==> config.mk <==
export PLATFORM = sky130hd
export DESIGN_NAME = rrls_cfg_regs
export DESIGN_NICKNAME = d
export VERILOG_FILES = /design/src/hw/rtl/round_robin_lock_scheduler_assert.svh /design/src/hw/rtl/rrls_pkg.sv /design/src/hw/rtl/rrls_cfg_regs.sv
export SDC_FILE = /design/constraint.sdc
export NUM_CORES = 1
export LEC_CHECK = 0
export ABC_CLOCK_PERIOD_IN_PS = 2100
export BUFFER_PORTS_ARGS = -buffer_cell sky130_fd_sc_hd__buf_4
export CAP_MARGIN = 20
export CORE_ASPECT_RATIO = 1.4
export CORE_MARGIN = 2
export CORE_UTILIZATION = 25
export CTS_BUF_LIST = sky130_fd_sc_hd__clkbuf_8
export CTS_CLUSTER_DIAMETER = 30
export DETAILED_ROUTE_END_ITERATION = 8
export GPL_ROUTABILITY_DRIVEN = 0
export GPL_TIMING_DRIVEN = 1
export PLACE_DENSITY = 0.57
export SLEW_MARGIN = 10
export SYNTH_ARGS = -nofsm -noshare
export SYNTH_HDL_FRONTEND = slang
export SYNTH_SLANG_ARGS = --single-unit
==> constraint.sdc <==
create_clock -name i_clk -period 2.1 [get_ports i_clk]
set_input_delay 0.105 -clock i_clk [delete_from_list [all_inputs] [get_ports i_clk]]
set_output_delay 0.105 -clock i_clk [all_outputs]
set_load 0.01 [all_outputs]
==> src/hw/rtl/round_robin_lock_scheduler_assert.svh <==
// Assertion macros for the round-robin lock scheduler.
`ifndef ROUND_ROBIN_LOCK_SCHEDULER_ASSERT_SVH
`define ROUND_ROBIN_LOCK_SCHEDULER_ASSERT_SVH

// Check that cond holds in the same cycle as trig.
`define RRLS_ASSERT_NOW(label, trig, cond) \
    label: assert property (@(posedge i_clk) disable iff (!i_rst_n) (trig) |-> (cond)) \
        else $error("rrls assertion failed");

// Check that cond holds in the cycle after trig.
`define RRLS_ASSERT_NEXT(label, trig, cond) \
    label: assert property (@(posedge i_clk) disable iff (!i_rst_n) (trig) |=> (cond)) \
        else $error("rrls assertion failed");

`endif

==> src/hw/rtl/rrls_pkg.sv <==
// Shared types, codes and constants of the round-robin lock scheduler.
package rrls_pkg;

    localparam int MAX_PROCS = 16;
    localparam int MAX_STMTS = 32;
    localparam int NUM_VARS  = 26;

    localparam int STMT_W = 15;

    // Opcodes of an input beat
    localparam logic [1:0] OP_LOAD  = 2'd0;
    localparam logic [1:0] OP_START = 2'd1;
    localparam logic [1:0] OP_STEP  = 2'd2;

    // Statement kinds
    localparam logic [2:0] K_ASSIGN = 3'd0;
    localparam logic [2:0] K_PRINT  = 3'd1;
    localparam logic [2:0] K_LOCK   = 3'd2;
    localparam logic [2:0] K_UNLOCK = 3'd3;

    // Configuration register indexes
    localparam logic [2:0] CFG_ASSIGN_COST = 3'd0;
    localparam logic [2:0] CFG_PRINT_COST  = 3'd1;
    localparam logic [2:0] CFG_LOCK_COST   = 3'd2;
    localparam logic [2:0] CFG_UNLOCK_COST = 3'd3;
    localparam logic [2:0] CFG_TIME_SLICE  = 3'd4;
    localparam logic [2:0] CFG_PROC_COUNT  = 3'd5;

    typedef struct packed {
        logic [7:0] assign_cost;
        logic [7:0] print_cost;
        logic [7:0] lock_cost;
        logic [7:0] unlock_cost;
        logic [7:0] time_slice;
        logic [4:0] process_count;
    } t_cfg;

endpackage

==> src/hw/rtl/rrls_cfg_regs.sv <==
// Configuration register bank of the scheduler.
module rrls_cfg_regs (
    input  logic                i_clk,
    input  logic                i_rst_n,
    input  logic                i_cfg_valid,
    input  logic [2:0]          i_cfg_index,
    input  logic [7:0]          i_cfg_data,
    output logic                o_cfg_ready,
    output rrls_pkg::t_cfg      o_cfg
);

    rrls_pkg::t_cfg r_cfg;

    // Take one register write per beat
    always_ff @(posedge i_clk) begin
        if (!i_rst_n) begin
            r_cfg.assign_cost   <= 8'd1;
            r_cfg.print_cost    <= 8'd1;
            r_cfg.lock_cost     <= 8'd1;
            r_cfg.unlock_cost   <= 8'd1;
            r_cfg.time_slice    <= 8'd1;
            r_cfg.process_count <= 5'd1;
        end else if (i_cfg_valid) begin
            case (i_cfg_index)
                rrls_pkg::CFG_ASSIGN_COST: r_cfg.assign_cost   <= i_cfg_data;
                rrls_pkg::CFG_PRINT_COST:  r_cfg.print_cost    <= i_cfg_data;
                rrls_pkg::CFG_LOCK_COST:   r_cfg.lock_cost     <= i_cfg_data;
                rrls_pkg::CFG_UNLOCK_COST: r_cfg.unlock_cost   <= i_cfg_data;
                rrls_pkg::CFG_TIME_SLICE:  r_cfg.time_slice    <= i_cfg_data;
                rrls_pkg::CFG_PROC_COUNT:  r_cfg.process_count <= i_cfg_data[4:0];
                default: ;
            endcase
        end
    end

    assign o_cfg_ready = 1'b1;
    assign o_cfg       = r_cfg;

endmodule

# Word-level counts from Yosys, hierarchy flattened

Index checks and enable logic that the tools add are counted.

Bits in registers: 45
Bits of input ports: 14

Equality and inequality tests: 5
Reduce and logical (&&, ||, !) cells: 7

Operators by type and width:

| operator           | number |
|---|---|
| $reduce_and 2->1   | 6 |
| $eq 3x2->1 const B | 2 |
| $eq 3x3->1 const B | 2 |
| $eq 3x1->1 const B | 1 |
| $logic_not 3->1    | 1 |

# Logic depth before layout (Yosys ltp)

Gate-level depths: netlist of run 1.

Depth after elaboration: 2
Depth in mapped cells: 4
Mapped depth without buffers: 2

# Worst setup path before layout of run 1

OpenSTA, ideal clock, no wires.

Path type: input-to-reg
Start: input i_cfg_index[1]
End: register r_cfg (netlist bit o_cfg[37])
Library setup time: 0.132 ns
Arrival time: 0.894 ns
Path slack: 1.073 ns
Stages on the path: 3
Cells stage by stage: or4b_1 -> buf_6 -> mux2i_1

Word-level cells in the longest chain between the ends: 2

RTL lines:

| what                              | line                | source |
|---|---|---|
| start: declaration                | rrls_cfg_regs.sv:6  | `input logic [2:0] i_cfg_index,` |
| $logic_not 3->1                   | rrls_cfg_regs.sv:24 | `case (i_cfg_index)` |
| $reduce_and 2->1 (no source line) | --                  |  |
| end: declaration                  | rrls_cfg_regs.sv:12 | `rrls_pkg::t_cfg r_cfg;` |

No other way between the ends.
A chain may end at the register's enable or synchronous reset.

# Worst setup path in the final report of run 1

Start: input i_cfg_index[1]
End: register r_cfg (netlist bit o_cfg[44])

Same word-level chain as after synthesis.

==> impl_results.md, run 1 <==
- Status: finished clean
- Syn Inst Count: 162
- Starting Density: 25.8%
- Final ANT Viol Nets: 0
- Area of the mapped netlist: 1690 um2
- # rows: 35
- Power per Cell Area: 669 nW/um2
- Layout cells sized above 1: 31.7%
- Wirelength per Cell: 14.4 um
- Crit path max-delay family: simple AND/OR/NAND/NOR gates
- Die ar.: 7450 um2
- Final Setup Violations: 0
- Crit end category: flip-flop
- Largest net degree at the start of global routing: 41
- Post-Layout Cell Count: 295
- Max Clk Rate: 0.966 GHz
- Dominant cell type by area after synthesis: dfxtp_1
- Pre-CTS setup slack: 0.746 ns
- Worst path max stage delay: 0.77 ns
- Fin Hold WS: 0.132 ns
- Worst-path clk slew: 0.08 ns
- Final period utilization: 49.3%
- Peak supply drop: 0.000249 V
- Worst Skew: 0 ns
- Final slew viol count: 0
- CTS root buf: clkbuf_8
- Inst Count DP: 287
- Die X: 73.5 um
- #FFs+latches synth: 45
- Critical path peak fanout: 8
- First-pass GRT wire length: 6590 um
- Post-Route Setup TNS: 0 ns
- Setup bufs post-CTS: 0
- Avg Inst Size Synth: 10.4 um2
- DRC: 0
- CTS Buf Count: 5
- Worst Setup Start Kind: input port
- Max-Cap Viols: 0
- Post-synth top area share: 53.2%
- Minimum clock period: 1.03 ns
- Crit Path Class: in2reg
- Final Hold Violating Endpoints: 0
- Clock buffer depth: 2
- Worst Path Buf+Inv: 1
- Worst setup margin: 1.07 ns
- Number of fillers in the final layout: 712
- Port Buffers: 58
- Synth cell types: 13
- CTS Sinks: 45
- Initial DRC count: 63
- Synth warn: 0
- Global-route usage over all layers: 11.9%
- Nets@finish: 234
- CTS Hold Bufs: 0
- Top cells by area, synth: dfxtp_1 (53%), mux2i_1 (27%), nand2_1 (10%)
- DP HPWL: 3010 um
- RSZ-0062 raised after global routing: false
- Critical-path top delay cell: or4b_1
- CORE AREA: 6570 um2
- Die H: 101 um
- Clock latency at the later pin of the worst-skew pair: 0.29 ns
- Top Ports: 60
- Hold Crit Class: in2reg
- Syn nets: 176
- GRT overflow: 0
- CP Data Required Time: 2.26 ns
- Worst-path cell chain: buf_4 -> or4b_1 -> mux2i_1
- Inserted Diodes: 0
- Vias in the first global route: 1252
- CTS tree: yes
- Crit path DAT: 1.20 ns
- Detailed Route WL: 4240 um
- Area growth syn-to-layout: 35.1%
- Detailed Routing Iterations Pass 1: 4
- Largest register FFs: 45
- Vias per cell: 4.34
- Vias: 1279
- Initial antenna violation count: 0
- Leakage power: 0.00117 uW
- CTS resizes: 0
- Post-synthesis sequential area ratio: 53.2%
- H-Tree Depth: 2
==> layout by cell type (no fill, tap or decap) <==
master,count
buf_4,63
clkbuf_8,5
clkinvlp_4,1
conb_1,1
dfxtp_1,45
inv_1,2
mux2i_1,45
nand2_1,46
nand4b_1,2
nand4bb_1,2
nor2b_1,7
nor4bb_2,1
or4b_1,1
==> cells in the mapped netlist (all sizes together) <==
cell / instances
or4b: 1
nor4bb: 1
nand2: 46
conb: 1
nor2b: 7
mux2i: 45
buf: 6
nand4b: 2
clkbuf: 6
dfxtp: 45
nand4bb: 2
==> where the power goes <==
group          total [uW]  internal [uW]  switching [uW]  leakage, uW
Combinational         140           66.0            73.8     0.000759
Sequential            882            872            10.1     0.000364
Clock                 508            226             282    0.0000467
Total                1530           1160             366      0.00117
==> cell families (layout without fill, tap and decap cells) <==
family / after synthesis / count (layout) / synth area share (%)
buffers and inverters: 12 / 71 / 3.62
flip-flops: 45 / 45 / 53.2
multiplexers: 45 / 45 / 26.6
other: 1 / 1 / 0.222
AND/OR/NAND/NOR: 59 / 59 / 16.3
==> cell type report <==
cell class                 count  area, um2  share of cell area [%]
tap                           74       92.6                    4.05
multi-input combinational    105        737                    32.2
sequential                    45        901                    39.4
clock buffer                   5       68.8                    3.01
clock inverter                 3       15.0                   0.656
timing repair buffer          63        473                    20.7
==> per-layer routing <==
metal  wire, um  track usage [%]  vias to the layer above
li1           -                -                      647
met1       1800             14.8                      590
met2       2110             19.2                       38
met3        265             3.38                        4
met4         63             5.03                        0
met5          0                0                        -
==> worst register-to-register path, delay by kind of cell, from the launching register on <==
| family | cells | cell delay (ns) |
|---|---|---|
| and+or+nand+nor | 1 | 0.12 |
| DFF | 1 | 0.33 |
| muxes | 1 | 0.08 |
==> through the flow <==
stage	power, uW	instance area (um2)	util [%]
detailed placement	1050	2200	33.5
global placement	1040	2200	33.5
finish	1530	2290	34.8
global route	1610	2290	34.8
floorplan	973	1690	-
CTS	1560	2290	34.8
==> worst paths after layout <==
kind / cells past startpoint / start / endpoint / slack [ns]
worst max register to register: 2 / o_cfg[37]$_SDFFE_PN1P_ / o_cfg[37]$_SDFFE_PN1P_ / 1.44
worst min-delay path: 3 / i_cfg_data[0] / o_cfg[21]$_SDFFE_PN1P_ / 0.13
worst max-delay path: 3 / i_cfg_index[1] / o_cfg[44]$_SDFFE_PN0P_ / 1.07
worst min register to register: 2 / o_cfg[39]$_SDFFE_PN0P_ / o_cfg[39]$_SDFFE_PN0P_ / 0.46
Power figures use the tool's default switching activity.
==> inputs of run 2 (changes only) <==
--- a/config.mk
+++ b/config.mk
@@ -5,7 +5,7 @@
 export SDC_FILE = /design/constraint.sdc
 export NUM_CORES = 1
 export LEC_CHECK = 0
-export ABC_CLOCK_PERIOD_IN_PS = 2100
+export ABC_CLOCK_PERIOD_IN_PS = 900
 export BUFFER_PORTS_ARGS = -buffer_cell sky130_fd_sc_hd__buf_4
 export CAP_MARGIN = 20
 export CORE_ASPECT_RATIO = 1.4
@@ -16,7 +16,7 @@
 export DETAILED_ROUTE_END_ITERATION = 8
 export GPL_ROUTABILITY_DRIVEN = 0
 export GPL_TIMING_DRIVEN = 1
-export PLACE_DENSITY = 0.57
+export PLACE_DENSITY = 0.58
 export SLEW_MARGIN = 10
 export SYNTH_ARGS = -nofsm -noshare
 export SYNTH_HDL_FRONTEND = slang
==> constraint.sdc (replaced) <==
create_clock -name i_clk -period 0.9 [get_ports i_clk]
set_input_delay 0.045 -clock i_clk [delete_from_list [all_inputs] [get_ports i_clk]]
set_output_delay 0.045 -clock i_clk [all_outputs]
set_load 0.01 [all_outputs]
==> impl_results.md, run 2 (synthesis gave the netlist of run 1 again) <==
- Status: finished clean
- Vias: 1342
- Placed Area: 2300 um2
- Critical-path top delay cell: dfxtp_1
- # rows: 35
- Finished Cell Area: 2390 um2
- Most frequent cells in the layout: buf_4 (73), nand2_1 (46), mux2i_1 (45), dfxtp_1 (45), nor2b_1 (7)
- Crit path DAT: 0.78 ns
- GR peak layer: met2
- Nets@finish: 245
- CORE AREA: 6570 um2
- CP Data Required Time: 0.85 ns
- Worst Setup Start Kind: flip-flop
- RSZ-0062 raised after global routing: false
- Hold Crit Class: in2reg
- Largest net degree at the start of global routing: 20
- Power per Cell Area: 1510 nW/um2
- Vias in the first global route: 1292
- Largest register FFs: 45
- Worst Path Buf+Inv: 1
- Clock buffer depth: 2
- CTS resizes: 0
- Leakage power: 0.00123 uW
- Global-route usage over all layers: 12.2%
- Worst path max stage delay: 0.35 ns
- Met3 usage: 3.18%
- H-Tree Depth: 2
- Detailed Route WL: 4270 um
- Crit path max-delay family: flip-flops
- GRT overflow: 0
- CTS Hold Bufs: 0
- Max-Cap Viols: 0
- Final ANT Viol Nets: 0
- Inserted Diodes: 0
- Crit end category: output pin
- Die X: 73.5 um
- Vias per cell: 4.39
- Initial DRC count: 76
- First-pass GRT wire length: 6710 um
- Most common cell after layout, fill and taps aside: buf_4
- Setup bufs post-CTS: 0
- Worst Skew: 0 ns
- Peak supply drop: 0.000485 V
- Die H: 101 um
- Crit Path Class: reg2out
- DRC: 0
- CTS tree: yes
- Final period utilization: 91.4%
- Final slew viol count: 0
- Layout cells sized above 1: 35.3%
- CTS root buf: clkbuf_8
- Detailed Routing Iterations Pass 1: 4
- Final Hold Violating Endpoints: 0
- Die ar.: 7450 um2
- Met1 Usage GRT: 15.5%
- Starting Density: 25.8%
- Grt met2 use: 19.3%
- Wirelength per Cell: 14.0 um
- CTS Sinks: 45
- DP HPWL: 3170 um
- Area growth syn-to-layout: 40.9%
- Minimum clock period: 0.823 ns
- Initial antenna violation count: 0
- Port Buffers: 58
- Final Setup Violations: 0
- Top Ports: 60
- Final core occ: 36.3%
- Worst-path clk slew: 0.08 ns
- Worst-path cell chain: buf_4
- CTS Buf Count: 5
- Critical path peak fanout: 2
- Clock latency at the later pin of the worst-skew pair: 0.29 ns
- Max Clk Rate: 1.22 GHz
run 2: final cells by class:
cell class | count | area [um2]
Fill cell | 702 | 4180
Sequential cell | 45 | 901
Multi-Input combinational cell | 105 | 741
Timing Repair Buffer | 74 | 568
Tap cell | 74 | 92.6
Clock buffer | 5 | 68.8
Clock inverter | 3 | 15.0
run 2: per-stage QoR:
step / setup slack (ns) / total power (uW) / setup TNS (ns) / hold slack [ns] / instances
detailed placement: -0.205 / 2480 / -2.82 / 0.430 / 298
CTS: 0.0571 / 3680 / 0 / 0.105 / 306
finish: 0.0774 / 3610 / 0 / 0.105 / 306
floorplan: -0.0508 / 2270 / -0.336 / 0.254 / 162
global placement: -0.189 / 2480 / -3.01 / 0.422 / 298
global route: 0.0184 / 3800 / 0 / 0.111 / 306
run 2: worst paths after layout:
kind	startpoint	end	slack (ns)	depth (start not counted)
max	o_cfg[28]$_SDFFE_PN0P_	o_cfg[28]	0.08	1
min	i_rst_n	o_cfg[28]$_SDFFE_PN0P_	0.10	3
max reg2reg	o_cfg[21]$_SDFFE_PN1P_	o_cfg[21]$_SDFFE_PN1P_	0.29	2
min reg2reg	o_cfg[36]$_SDFFE_PN0P_	o_cfg[36]$_SDFFE_PN0P_	0.46	2
run 2: power by group:
| group | switching (uW) | internal (uW) | total, uW | leakage [uW] |
|---|---|---|---|---|
| Combinational | 181 | 187 | 367 | 0.000819 |
| Sequential | 23.7 | 2030 | 2060 | 0.000364 |
| Clock | 660 | 527 | 1190 | 0.0000467 |
| Total | 865 | 2750 | 3610 | 0.00123 |
run 2: layer usage:
| layer | vias up | wire length (um) |
|---|---|---|
| li1 | 672 | - |
| met1 | 623 | 1870 |
| met2 | 42 | 2110 |
| met3 | 5 | 217 |
| met4 | 0 | 79 |
| met5 | - | 0 |
run 2: worst register-to-register path: cells and delay by family (launching register included):
| family | cells | cell delay [ns] |
|---|---|---|
| flops | 1 | 0.33 |
| simple gates | 1 | 0.11 |
| mux | 1 | 0.07 |
